**src/rtl/core/ktc_pkg.sv**
```systemverilog
package ktc_pkg;

    // defaults for the top level parameters
    localparam int MAX_TOKEN_LEN_DEF = 32;
    localparam int VALUE_BITS_DEF    = 32;

    // fixed field widths
    localparam int CHAR_W    = 8;
    localparam int CLS_W     = 6;
    localparam int LEN_W     = 6;
    localparam int CONST_W   = 32;
    localparam int PREFIX_N  = 5;
    localparam int PREFIX_W  = PREFIX_N * CHAR_W;

    // queue between front and back
    localparam int Q_DEPTH   = 4;
    localparam int Q_PTR_W   = $clog2(Q_DEPTH);
    localparam int Q_CNT_W   = $clog2(Q_DEPTH + 1);

    // class codes
    localparam logic [CLS_W-1:0] CLASS_UNKNOWN = 6'd0;
    localparam logic [CLS_W-1:0] CLASS_ASM     = 6'd33;
    localparam logic [CLS_W-1:0] CLASS_CONST   = 6'd34;
    localparam logic [CLS_W-1:0] CLASS_LABEL   = 6'd35;

    // character codes
    localparam logic [CHAR_W-1:0] CH_DOLLAR = 8'h24;
    localparam logic [CHAR_W-1:0] CH_COLON  = 8'h3A;
    localparam logic [CHAR_W-1:0] CH_ZERO   = 8'h30;
    localparam logic [CHAR_W-1:0] CH_NINE   = 8'h39;
    localparam logic [CHAR_W-1:0] CH_UPPER_A = 8'h41;
    localparam logic [CHAR_W-1:0] CH_UPPER_F = 8'h46;

    // keyword table, text left aligned with zero padding, first char in the top byte
    localparam int NUM_KW = 32;
    localparam logic [PREFIX_W-1:0] KW_TEXT [NUM_KW] = '{
        {"PSH", 16'h0}, {"POP", 16'h0}, {"ADD", 16'h0}, {"SUB", 16'h0},
        {"RSH", 16'h0}, {"LSH", 16'h0}, {"JMP", 16'h0}, {"JNZ", 16'h0},
        {"JCC", 16'h0}, {"JCS", 16'h0}, {"JZ", 24'h0},  {"JSR", 16'h0},
        {"RTS", 16'h0}, {"HLT", 16'h0}, {"DUP", 16'h0}, {"SWP", 16'h0},
        {"INC", 16'h0}, {"DEC", 16'h0}, {"WRD", 16'h0}, {"WRD_W"},
        {"RDD", 16'h0}, {"AND", 16'h0}, {"OR", 24'h0},  {"XOR", 16'h0},
        {"GT", 24'h0},  {"LT", 24'h0},  {"EQ", 24'h0},  {"GE", 24'h0},
        {"LE", 24'h0},  {"ROT", 16'h0}, {"OVR", 16'h0}, {"@DEF", 8'h0}
    };
    localparam logic [2:0] KW_LEN [NUM_KW] = '{
        3'd3, 3'd3, 3'd3, 3'd3, 3'd3, 3'd3, 3'd3, 3'd3,
        3'd3, 3'd3, 3'd2, 3'd3, 3'd3, 3'd3, 3'd3, 3'd3,
        3'd3, 3'd3, 3'd3, 3'd5, 3'd3, 3'd3, 3'd2, 3'd3,
        3'd2, 3'd2, 3'd2, 3'd2, 3'd2, 3'd3, 3'd3, 3'd4
    };
    localparam logic [PREFIX_W-1:0] ASM_TEXT = {"ASM", 16'h0};
    localparam logic [LEN_W-1:0]    ASM_LEN  = 6'd3;

    // token summary word passed from front to back
    typedef struct packed {
        logic [LEN_W-1:0]    len;
        logic                too_long;
        logic [PREFIX_W-1:0] prefix;
        logic                is_dec;
        logic                is_hex;
        logic [CONST_W-1:0]  value;
        logic                sat;
        logic                colon_end;
    } t_tok;

    // keyword match, 0 when none
    function automatic logic [CLS_W-1:0] kw_lookup(input logic [PREFIX_W-1:0] text,
                                                   input logic [LEN_W-1:0] len);
        logic [CLS_W-1:0] cls;
        cls = CLASS_UNKNOWN;
        for (int k = 0; k < NUM_KW; k++) begin
            if (cls == CLASS_UNKNOWN && len == LEN_W'(KW_LEN[k]) && text == KW_TEXT[k]) begin
                cls = CLS_W'(k + 1);
            end
        end
        return cls;
    endfunction

endpackage

```
**src/rtl/core/ktc_front.sv**
```systemverilog
module ktc_front
    import ktc_pkg::*;
#(
    parameter int MAX_TOKEN_LEN = MAX_TOKEN_LEN_DEF,
    parameter int VALUE_BITS    = VALUE_BITS_DEF
) (
    input  logic              i_clk,
    input  logic              i_rst_n,
    input  logic              i_push,
    input  logic              i_q_full,
    input  logic [CHAR_W-1:0] i_character,
    input  logic              i_last_char,
    output logic              o_q_push,
    output t_tok              o_tok
);

    localparam int CNT_W = $clog2(MAX_TOKEN_LEN + 2);
    localparam int VB    = VALUE_BITS;

    logic [CNT_W-1:0]  r_cnt, n_cnt;
    logic [CHAR_W-1:0] r_pre [PREFIX_N];
    logic [CHAR_W-1:0] n_pre [PREFIX_N];
    logic              r_digits, n_digits;
    logic              r_hexv, n_hexv;
    logic [VB-1:0]     r_dec, n_dec;
    logic [VB-1:0]     r_hex, n_hex;
    logic              r_dec_ovf, n_dec_ovf;
    logic              r_hex_ovf, n_hex_ovf;

    logic              accept;
    logic              is_dig;
    logic              is_hex_dig;
    logic [3:0]        dig;
    logic [3:0]        hdig;
    logic [VB+3:0]     dec_wide;
    logic              tok_long;

    // per character flag and accumulator update
    always_comb begin
        accept     = i_push && !i_q_full;
        is_dig     = (i_character >= CH_ZERO) && (i_character <= CH_NINE);
        is_hex_dig = is_dig || ((i_character >= CH_UPPER_A) && (i_character <= CH_UPPER_F));
        dig        = 4'(i_character - CH_ZERO);
        hdig       = is_dig ? dig : 4'(i_character - CH_UPPER_A + 8'd10);
        dec_wide   = ({4'b0, r_dec} << 3) + ({4'b0, r_dec} << 1) + (VB + 4)'(dig);

        n_cnt     = r_cnt;
        n_digits  = r_digits;
        n_hexv    = r_hexv;
        n_dec     = r_dec;
        n_hex     = r_hex;
        n_dec_ovf = r_dec_ovf;
        n_hex_ovf = r_hex_ovf;
        for (int i = 0; i < PREFIX_N; i++) begin
            n_pre[i] = r_pre[i];
            if (r_cnt == CNT_W'(i)) begin
                n_pre[i] = i_character;
            end
        end

        if (r_cnt <= CNT_W'(MAX_TOKEN_LEN)) begin
            n_cnt = r_cnt + 1'b1;
        end

        // decimal value
        if (is_dig) begin
            if (|dec_wide[VB+3:VB]) begin
                n_dec     = '1;
                n_dec_ovf = 1'b1;
            end else begin
                n_dec = dec_wide[VB-1:0];
            end
        end else begin
            n_digits = 1'b0;
        end

        // dollar hex value
        if (r_cnt == '0) begin
            if (i_character != CH_DOLLAR) begin
                n_hexv = 1'b0;
            end
        end else if (!is_hex_dig) begin
            n_hexv = 1'b0;
        end else if (|r_hex[VB-1:VB-4]) begin
            n_hex     = '1;
            n_hex_ovf = 1'b1;
        end else begin
            n_hex = {r_hex[VB-5:0], hdig};
        end
    end

    // summary word built from the updated state
    always_comb begin
        tok_long         = n_cnt > CNT_W'(MAX_TOKEN_LEN);
        o_tok.too_long   = tok_long;
        o_tok.len        = tok_long ? LEN_W'(MAX_TOKEN_LEN) : LEN_W'(n_cnt);
        for (int i = 0; i < PREFIX_N; i++) begin
            o_tok.prefix[PREFIX_W-1-CHAR_W*i -: CHAR_W] = n_pre[i];
        end
        o_tok.is_dec     = n_digits;
        o_tok.is_hex     = n_hexv && (n_cnt >= CNT_W'(2));
        o_tok.value      = n_digits ? CONST_W'(n_dec) : CONST_W'(n_hex);
        o_tok.sat        = n_digits ? n_dec_ovf : n_hex_ovf;
        o_tok.colon_end  = i_character == CH_COLON;
        o_q_push         = accept && i_last_char;
    end

    // token state, cleared after the final character
    always_ff @(posedge i_clk) begin
        if (!i_rst_n || (accept && i_last_char)) begin
            r_cnt     <= '0;
            r_digits  <= 1'b1;
            r_hexv    <= 1'b1;
            r_dec     <= '0;
            r_hex     <= '0;
            r_dec_ovf <= 1'b0;
            r_hex_ovf <= 1'b0;
            for (int i = 0; i < PREFIX_N; i++) begin
                r_pre[i] <= '0;
            end
        end else if (accept) begin
            r_cnt     <= n_cnt;
            r_digits  <= n_digits;
            r_hexv    <= n_hexv;
            r_dec     <= n_dec;
            r_hex     <= n_hex;
            r_dec_ovf <= n_dec_ovf;
            r_hex_ovf <= n_hex_ovf;
            for (int i = 0; i < PREFIX_N; i++) begin
                r_pre[i] <= n_pre[i];
            end
        end
    end

    a_clear_after_last: assert property (@(posedge i_clk) disable iff (!i_rst_n)
        accept && i_last_char |=> r_cnt == '0 && r_digits && r_hexv)
        else $error("token state not cleared after final character");

    a_count_bound: assert property (@(posedge i_clk) disable iff (!i_rst_n)
        r_cnt <= CNT_W'(MAX_TOKEN_LEN + 1))
        else $error("character count past its clamp");

endmodule

```
**src/rtl/core/ktc_queue.sv**
```systemverilog
module ktc_queue
    import ktc_pkg::*;
(
    input  logic i_clk,
    input  logic i_rst_n,
    input  logic i_push,
    input  t_tok i_data,
    output logic o_full,
    input  logic i_pop,
    output logic o_empty,
    output t_tok o_data
);

    t_tok               r_mem [Q_DEPTH];
    logic [Q_PTR_W-1:0] r_wr, r_rd;
    logic [Q_CNT_W-1:0] r_cnt;
    logic               do_push;
    logic               do_pop;

    // status and head word
    always_comb begin
        o_full  = r_cnt == Q_CNT_W'(Q_DEPTH);
        o_empty = r_cnt == '0;
        do_push = i_push && !o_full;
        do_pop  = i_pop && !o_empty;
        o_data  = r_mem[r_rd];
    end

    // storage
    always_ff @(posedge i_clk) begin
        if (do_push) begin
            r_mem[r_wr] <= i_data;
        end
    end

    // pointers and fill count
    always_ff @(posedge i_clk) begin
        if (!i_rst_n) begin
            r_wr  <= '0;
            r_rd  <= '0;
            r_cnt <= '0;
        end else begin
            if (do_push) begin
                r_wr <= r_wr + 1'b1;
            end
            if (do_pop) begin
                r_rd <= r_rd + 1'b1;
            end
            if (do_push && !do_pop) begin
                r_cnt <= r_cnt + 1'b1;
            end else if (do_pop && !do_push) begin
                r_cnt <= r_cnt - 1'b1;
            end
        end
    end

    a_cnt_bound: assert property (@(posedge i_clk) disable iff (!i_rst_n)
        r_cnt <= Q_CNT_W'(Q_DEPTH))
        else $error("queue fill count past depth");

    a_ptr_gap: assert property (@(posedge i_clk) disable iff (!i_rst_n)
        r_cnt != Q_CNT_W'(Q_DEPTH) && r_cnt != '0 |-> r_wr != r_rd)
        else $error("queue pointers disagree with fill count");

endmodule

```
**src/rtl/core/ktc_back.sv**
```systemverilog
module ktc_back
    import ktc_pkg::*;
(
    input  logic               i_clk,
    input  logic               i_rst_n,
    input  logic               i_q_empty,
    input  t_tok               i_tok,
    output logic               o_q_pop,
    input  logic               i_pop,
    output logic               o_empty,
    output logic [CLS_W-1:0]   o_token_class,
    output logic               o_hex_form,
    output logic [CONST_W-1:0] o_const_value,
    output logic               o_value_saturated,
    output logic               o_too_long,
    output logic [LEN_W-1:0]   o_token_length
);

    logic               r_valid;
    logic [CLS_W-1:0]   r_cls;
    logic               r_hexf;
    logic [CONST_W-1:0] r_val;
    logic               r_sat;
    logic               r_long;
    logic [LEN_W-1:0]   r_len;

    logic               take;
    logic [CLS_W-1:0]   kw_cls;
    logic [CLS_W-1:0]   n_cls;
    logic               n_hexf;
    logic [CONST_W-1:0] n_val;
    logic               n_sat;

    // classification of the head word
    always_comb begin
        take   = !i_q_empty && (!r_valid || i_pop);
        kw_cls = kw_lookup(i_tok.prefix, i_tok.len);
        n_cls  = CLASS_UNKNOWN;
        n_hexf = 1'b0;
        n_val  = '0;
        n_sat  = 1'b0;
        if (!i_tok.too_long) begin
            if (kw_cls != CLASS_UNKNOWN) begin
                n_cls = kw_cls;
            end else if (i_tok.len == ASM_LEN && i_tok.prefix == ASM_TEXT) begin
                n_cls = CLASS_ASM;
            end else if (i_tok.is_dec || i_tok.is_hex) begin
                n_cls  = CLASS_CONST;
                n_hexf = !i_tok.is_dec;
                n_val  = i_tok.value;
                n_sat  = i_tok.sat;
            end else if (i_tok.colon_end) begin
                n_cls = CLASS_LABEL;
            end
        end
    end

    // output stage payload
    always_ff @(posedge i_clk) begin
        if (take) begin
            r_cls  <= n_cls;
            r_hexf <= n_hexf;
            r_val  <= n_val;
            r_sat  <= n_sat;
            r_long <= i_tok.too_long;
            r_len  <= i_tok.len;
        end
    end

    // output stage valid
    always_ff @(posedge i_clk) begin
        if (!i_rst_n) begin
            r_valid <= 1'b0;
        end else if (take) begin
            r_valid <= 1'b1;
        end else if (i_pop) begin
            r_valid <= 1'b0;
        end
    end

    assign o_q_pop           = take;
    assign o_empty           = !r_valid;
    assign o_token_class     = r_cls;
    assign o_hex_form        = r_hexf;
    assign o_const_value     = r_val;
    assign o_value_saturated = r_sat;
    assign o_too_long        = r_long;
    assign o_token_length    = r_len;

    a_long_unknown: assert property (@(posedge i_clk) disable iff (!i_rst_n)
        r_valid && r_long |-> r_cls == CLASS_UNKNOWN && r_val == '0)
        else $error("overlong token given a class");

    a_value_only_const: assert property (@(posedge i_clk) disable iff (!i_rst_n)
        r_valid && (r_hexf || r_sat || r_val != '0) |-> r_cls == CLASS_CONST)
        else $error("constant fields set on a non-constant word");

endmodule

```
**src/rtl/core/keyword_token_classifier_top.sv**
```systemverilog
// flow: each token's word is queued on its final character, then registered for output
// throughput: one character per cycle; the front stalls only when the four-entry token
//   queue is full, the back loads one token per cycle while its output is empty or popped
// reset: synchronous active-low i_rst_n clears token state, queue and output valid
module keyword_token_classifier_top
    import ktc_pkg::*;
#(
    parameter int MAX_TOKEN_LEN = MAX_TOKEN_LEN_DEF,
    parameter int VALUE_BITS    = VALUE_BITS_DEF
) (
    input  logic               i_clk,
    input  logic               i_rst_n,
    input  logic               push,
    output logic               full,
    input  logic [CHAR_W-1:0]  i_character,
    input  logic               i_last_char,
    output logic               empty,
    input  logic               pop,
    output logic [CLS_W-1:0]   o_token_class,
    output logic               o_hex_form,
    output logic [CONST_W-1:0] o_const_value,
    output logic               o_value_saturated,
    output logic               o_too_long,
    output logic [LEN_W-1:0]   o_token_length
);

    logic q_push;
    logic q_pop;
    logic q_full;
    logic q_empty;
    t_tok q_in;
    t_tok q_out;

    // character front end
    ktc_front #(
        .MAX_TOKEN_LEN (MAX_TOKEN_LEN),
        .VALUE_BITS    (VALUE_BITS)
    ) u_front (
        .i_clk       (i_clk),
        .i_rst_n     (i_rst_n),
        .i_push      (push),
        .i_q_full    (q_full),
        .i_character (i_character),
        .i_last_char (i_last_char),
        .o_q_push    (q_push),
        .o_tok       (q_in)
    );

    // token queue
    ktc_queue u_queue (
        .i_clk   (i_clk),
        .i_rst_n (i_rst_n),
        .i_push  (q_push),
        .i_data  (q_in),
        .o_full  (q_full),
        .i_pop   (q_pop),
        .o_empty (q_empty),
        .o_data  (q_out)
    );

    // classification back end
    ktc_back u_back (
        .i_clk             (i_clk),
        .i_rst_n           (i_rst_n),
        .i_q_empty         (q_empty),
        .i_tok             (q_out),
        .o_q_pop           (q_pop),
        .i_pop             (pop),
        .o_empty           (empty),
        .o_token_class     (o_token_class),
        .o_hex_form        (o_hex_form),
        .o_const_value     (o_const_value),
        .o_value_saturated (o_value_saturated),
        .o_too_long        (o_too_long),
        .o_token_length    (o_token_length)
    );

    assign full = q_full;

endmodule

```
**config.mk**
```make
export PLATFORM = sky130hd
export DESIGN_NAME = keyword_token_classifier_top
export DESIGN_NICKNAME = d
export VERILOG_FILES = /design/src/rtl/core/ktc_pkg.sv /design/src/rtl/core/ktc_front.sv /design/src/rtl/core/ktc_queue.sv /design/src/rtl/core/ktc_back.sv /design/src/rtl/core/keyword_token_classifier_top.sv
export SDC_FILE = /design/constraint.sdc
export NUM_CORES = 1
export LEC_CHECK = 0
export ABC_CLOCK_PERIOD_IN_PS = 4110
export BUFFER_PORTS_ARGS = -buffer_cell sky130_fd_sc_hd__buf_4
export CORE_ASPECT_RATIO = 1.75
export CORE_MARGIN = 5
export CORE_UTILIZATION = 57
export DETAILED_ROUTE_END_ITERATION = 12
export GPL_ROUTABILITY_DRIVEN = 0
export PLACE_DENSITY_LB_ADDON = 0.08
export SLEW_MARGIN = 10
export SYNTH_ARGS = -nofsm -noshare
export SYNTH_HDL_FRONTEND = slang
export SYNTH_SLANG_ARGS = --single-unit
export TNS_END_PERCENT = 10
```
**constraint.sdc**
```tcl
create_clock -name i_clk -period 4.11 [get_ports i_clk]
set_clock_uncertainty 0.2 [all_clocks]
set_input_delay 0.2055 -clock i_clk [delete_from_list [all_inputs] [get_ports i_clk]]
set_output_delay 0.2055 -clock i_clk [all_outputs]
set_load 0.005 [all_outputs]
```
==> results of run 1 <==
## final cells by class
class / count / area (um2) / area share
clock inverter: 29 / 315 / 0.0110
tap: 555 / 694 / 0.0243
inverter: 37 / 139 / 0.00486
clock buffer: 48 / 1110 / 0.0390
timing repair buffer: 294 / 2440 / 0.0854
sequential: 503 / 14300 / 0.499
multi-input combinational: 1173 / 9620 / 0.336
## cells in the mapped netlist (32+ instances only)
master / number / area [um2]
o21ai_0: 144 / 721
dfxtp_1: 84 / 1680
mux4_2: 72 / 1620
nor2_1: 106 / 398
clkbuf_1: 54 / 203
inv_1: 37 / 139
and2_1: 52 / 325
a21oi_1: 45 / 225
nand2_1: 182 / 683
edfxtp_1: 419 / 12600
mux2_2: 32 / 360
nand3_1: 33 / 165
ha_1: 77 / 963
## power by group through the flow
stage,sequential [W],clock [W],combinational [W]
2_1_floorplan,0.00646,0,0.00199
5_1_grt,0.00643,0.00442,0.00392
3_3_place_gp,0.00649,0,0.00352
6_report,0.00639,0.00416,0.00371
4_1_cts,0.00639,0.00421,0.00365
3_5_place_dp,0.00651,0,0.00358
## per-stage QoR
step                      TNS [ns]   util  setup slack (ns)  instance area [um2]
after detailed placement    -52.18  0.635            -0.399                26400
final                        -1.97  0.687           -0.0830                28600
after CTS                        0  0.676           0.00690                28100
after global routing        -10.64  0.687            -0.154                28600
after global placement      -28.76  0.635            -0.273                26400
after floorplan                  0      -            0.0809                24000
## critical path, cell delays in order, from the launching register on
cell       delay (ns)
dfxtp_2          0.34
fa_1             0.53
ha_4             0.30
a21oi_4          0.05
o211ai_1         0.27
o21bai_1         0.16
a2111o_1         0.52
a21o_1           0.21
and3_4           0.16
or4_4            0.64
clkbuf_16        0.23
nor2_1           0.15
o21ai_1          0.13
## routing by layer
metal	share of wire	GRT usage	vias to the layer above
li1	-	-	7480
met1	0.34	0.314	8234
met2	0.54	0.535	633
met3	0.052	0.0519	266
met4	0.073	0.172	0
met5	0	0	-
## path summary, 6_finish.rpt
kind / startpoint / to / slack [ns] / cells after the start
worst max register to register: u_front.r_dec[0] / u_queue.r_mem[0][18] / -0.08 / 12
worst min register to register: u_front.r_hex[1] / u_front.r_hex[1] / 0.28 / 2
worst min-delay path: i_last_char / u_queue.r_wr[1] / 0.05 / 4
worst max-delay path: u_front.r_dec[0] / u_queue.r_mem[0][18] / -0.08 / 12
## registers in the layout, summed over array words and instances (netlist names), 2 cells and up, named ones only
register,flops
u_queue.r_cnt,3
u_front.r_pre,40
u_back.o_const_value,32
u_back.o_token_class,6
u_front.r_dec,32
u_front.r_hex,32
u_front.r_cnt,6
u_queue.r_rd,2
u_queue.r_wr,2
u_queue.r_mem,332
u_back.o_token_length,6
## timing repair
item                       in CTS  in global routing
gates cloned                    0                  3
hold endpoints to repair       95                  0
buffers inserted                6                  5
setup endpoints to repair     198                186
gates resized for setup        28                114
hold buffers                   10                  0
pin swaps                       4                 20
## cells in the final DEF (no fill, tap or decap), types with 36 or more instances in the layout
cell       Yosys  routed
mux4_2        72      72
dfxtp_1       84      81
clkbuf_16      0      45
edfxtp_1     419     419
and2_1        52      52
nor2_1       106      89
a21oi_1       45      36
nand2_1      182     181
buf_4          1     267
inv_1         37      36
ha_1          77      75
o21ai_0      144     109
## kinds of logic after synthesis
family,count (synthesis),share of synthesized area
simple gates,602,0.143
flops,503,0.596
compound gates,341,0.0919
buf+inv,121,0.0240
mux,115,0.0895
fa+ha+maj,80,0.0428
xor+xnor,35,0.0128
==> flow_summary_export.csv, run 1 <==
group,metric,value,unit
pwr,p_per_area,498,mW/mm2
clocking,clock_sinks,503,
global_routing,antenna_found_initial,0,
place,dp_cells,2538,
route,drt_iter0_drc,1524,
pwr,pwr-share-clk,0.292,
timing,finalSetupViolations,67,
pwr,sw_frac_of_total,0.284,
flow_run,maxCapViolCount,0,
route,routedWlPerCell,25.4,um
layout,nNetsFinal,2144,
timing,min_period,4.19,ns
yosys,synth_nets,1890,
layout,n_fill_cell,3011,
run_status,status,"finished with violations",
global_routing,gr-total-overflow,0,
run_status,violations,"setup timing",
die,fp.coreArea,0.0416,mm2
route,drt_pre_antenna_iters,6,
place,io_buffers,61,
pwr,power_frac_seq,0.448,
clocking,cts_max_level,2,
yosys,syn_avg_cell_area,13.3,um2
yosys,synth_ff_type,"edfxtp_1",
yosys,ys_ff_latch,503,
pwr,p_sw,0.00405,W
global_routing,grt_max_degree,50,
route,num_vias,16613,
die,rows,99,
yosys,netlist_area,0.0239,mm2
pwr,finalPower,0.0143,W
pwr,vdd.ir_drop.worst,0.286,mV
timing,timing.fmax,0.238,GHz
die,die_y,281,um
route,drt-total-wl,67100,um
worst_setup_path,critPathMaxFanout,6,
clocking,cts_tree,"yes",
yosys,syn_inst,1797,
clocking,insertion_delay,0.55,ns
timing,hold_viol,0,
yosys,synth_cell_types,95,
clocking,cts_buffer_depth,3,
layout,drive_gt1_frac,0.295,
clocking,numCtsBuffers,42,
timing,period_share,1.02,
timing,holdWs,0.0518,ns
pwr,power_frac_comb,0.260,
yosys,synth-async-reset-ratio,0,
worst_setup_path,endpoint_kind,"register",
global_routing,grt_usage,0.294,
die,ios,62,
worst_setup_path,cp-start-kind,"register",
timing,worst_pin_slew,1.10,ns
layout,stdcell_count,2639,
place,hpwlAfterDp,46200,um
die,die-area,0.0463,mm2
yosys,yosys_warnings,0,
global_routing,grt_first_pass_wirelength,101000,um
route,drtAntennaViolNets,0,
yosys,ys_seq_area_frac,0.596,
clocking,clk_pin_slew,0.07,ns
timing,setup_ws,-0.0830,ns
worst_setup_path,cp_data_arrival_time,4.26,ns
worst_setup_path,worstPathRequired,4.17,ns
worst_setup_path,path_class,"register to register",
global_routing,first_global_vias,17156,
die,initial_core_util,0.575,
die,die_w,165,um
timing,rsz0062_at_grt,"true",
layout,antenna_cells,0,
pwr,intPower,0.0102,W
yosys,synth_edf_count,419,
clocking,root_buffer,"clkbuf_16",
pwr,p_leak,10.4,nW
timing,slew_headroom,0.265,
route,avgViaCountPerCell,6.30,
worst_hold_path,hp-class,"primary input to register",
route,drc,0,
timing,slew_viol_final,0,
layout,areaGrowthSynthToFinish,19.5,%
No activity file was read; power rests on OpenSTA's default activity.
==> run 2: changes to the inputs <==
- BUFFER_PORTS_ARGS: -buffer_cell sky130_fd_sc_hd__buf_4 -> default
- CORE_UTILIZATION: 57 -> 49
- DONT_BUFFER_PORTS: default -> 1
- SLEW_MARGIN: 10 -> 5
==> flow_summary_export.csv, run 2 (same netlist as run 1, synthesis figures left out) <==
group,metric,value,unit
layout,nNetsFinal,2164,
timing,holdWs,0.0298,ns
worst_setup_path,cp-start-kind,"register",
layout,areaGrowthSynthToFinish,21.2,%
worst_setup_path,path_cells,"buf_12 -> buf_8 -> mux4_2 -> or4b_2 -> a211oi_1 -> nand4_1 -> o22ai_2 -> nor2_1 -> and4_1 -> nand4b_4 -> buf_12 -> clkbuf_16 -> nor4b_2",
global_routing,grt_usage,0.261,
clocking,cts_max_level,2,
pwr,finalPower,0.0145,W
route,drc,0,
worst_setup_path,critPathMaxFanout,8,
pwr,vdd.ir_drop.worst,0.301,mV
flow_run,maxCapViolCount,0,
worst_setup_path,cp_data_arrival_time,4.26,ns
pwr,p_per_area,499,mW/mm2
route,avgViaCountPerCell,5.97,
clocking,clock_sinks,503,
place,hpwlAfterDp,47600,um
die,rows,107,
timing,slew_viol_final,0,
layout,drive_gt1_frac,0.290,
timing,rsz0062_at_grt,"true",
worst_setup_path,endpoint_kind,"register",
pwr,p_leak,10.5,nW
route,routedWlPerCell,25.2,um
worst_setup_path,slowest_delay,0.83,ns
route,num_vias,16492,
clocking,cts_tree,"yes",
worst_setup_path,slowest_stage,"or4b_2",
worst_setup_path,endpoint,"u_back.o_const_value[8]",
timing,timing.fmax,0.241,GHz
timing,hold_viol,0,
timing,finalSetupViolations,12,
clocking,insertion_delay,0.58,ns
worst_hold_path,hp-class,"primary input to register",
route,drtAntennaViolNets,0,
global_routing,grt_first_pass_wirelength,105000,um
route,drt_pre_antenna_iters,6,
die,fp.coreArea,0.0486,mm2
layout,largestRegisters,"u_queue.r_mem: 332 flops, u_front.r_pre: 40 flops",
worst_setup_path,r2r-end,"u_back.o_const_value[8]",
layout,antenna_cells,0,
run_status,status,"finished with violations",
layout,max_flop_register,"u_queue.r_mem",
layout,n_fill_cell,3892,
timing,worst_pin_slew,0.902,ns
timing,setup_ws,-0.0354,ns
worst_setup_path,cp_common_cell,"buf_12",
layout,largest_reg_flops,332,
die,die_w,177,um
worst_setup_path,rrSetupSlack,-0.04,ns
worst_setup_path,worstRegToRegCells,13,
run_status,violations,"setup timing",
die,die_y,302,um
timing,tns,-0.258,ns
global_routing,gr-total-overflow,0,
worst_setup_path,worstPathRequired,4.23,ns
route,drt-total-wl,69500,um
global_routing,grt_max_degree,69,
timing,slew_headroom,0.393,
die,initial_core_util,0.492,
layout,final_common_cell,"edfxtp_1",
clocking,numCtsBuffers,46,
layout,final_util,0.597,
layout,layout_common_cells,"edfxtp_1, buf_4, nand2_1",
global_routing,first_global_vias,17183,
layout,multi_input_area,0.00956,mm2
timing,min_period,4.15,ns
die,die-area,0.0535,mm2
die,ios,62,
clocking,clk_pin_slew,0.06,ns
timing,period_share,1.01,
worst_setup_path,path_class,"register to register",
clocking,root_buffer,"clkbuf_16",
global_routing,antenna_found_initial,2,
layout,seqCellArea,0.0143,mm2
route,drt_iter0_drc,1157,
clocking,cts_buffer_depth,3,
place,io_buffers,0,
==> run 2: worst max-delay path, delay by kind of cell (launching register included) <==
kind                   cells  cell delay (ns)
AOI/OAI and AO/OA          2             0.58
buffers and inverters      4             0.57
muxes                      1             0.54
DFF                        1             0.40
and+or+nand+nor            6             1.57
==> run 2: worst min-delay path by stage <==
stage	depth (start not counted)	slack, ns	endpoint	startpoint
5_1_grt	1	0.03	u_queue.r_mem[3][43]	i_last_char
3_3_place_gp	1	0.08	u_front.r_hexv	i_rst_n
4_1_cts	1	0.02	u_queue.r_mem[3][50]	i_last_char
3_5_place_dp	1	0.09	u_front.r_hexv	i_rst_n
6_report	1	0.03	u_queue.r_mem[3][43]	i_last_char
2_1_floorplan	2	0.15	u_front.r_hex_ovf	i_rst_n
==> run 2: layer usage <==
metal,GRT usage,share of wire,vias to the layer above
met2,0.510,0.56,499
met4,0.122,0.059,0
met5,0,0,-
met3,0.0289,0.035,207
li1,-,-,7504
met1,0.274,0.35,8282
==> run 2: layout make-up <==
cell class	count	area share
repair buffers	310	0.0925
clock inverters	22	0.00850
inverters	37	0.00479
flip-flops and latches	503	0.492
multi-input cells	1173	0.330
well taps	654	0.0282
clock buffers	64	0.0445
==> run 2: repair_timing <==
item / 4_1_cts / 5_1_grt
resized for setup: 54 / 69
setup endpoints to repair: 172 / 179
pin swaps: 14 / 18
hold buffers: 22 / 0
gates cloned: 0 / 1
hold endpoints to repair: 236 / 0
setup buffers: 17 / 12
==> run 2: power breakdown <==
group / internal [W] / total, W / leakage, nW / switching (W)
Sequential: 0.00620 / 0.00646 / 4.74 / 0.000261
Clock: 0.00247 / 0.00439 / 0.757 / 0.00191
Combinational: 0.00166 / 0.00364 / 5.03 / 0.00198
==> run 2: through the flow <==
step           setup slack, ns  instance area [um2]  instances
5_1_grt                 -0.177                29000       2763
2_1_floorplan           0.0809                24000       1797
3_3_place_gp            -0.383                26600       2626
6_report               -0.0354                29000       2763
4_1_cts                -0.0279                28700       2751
3_5_place_dp            -0.353                26600       2626
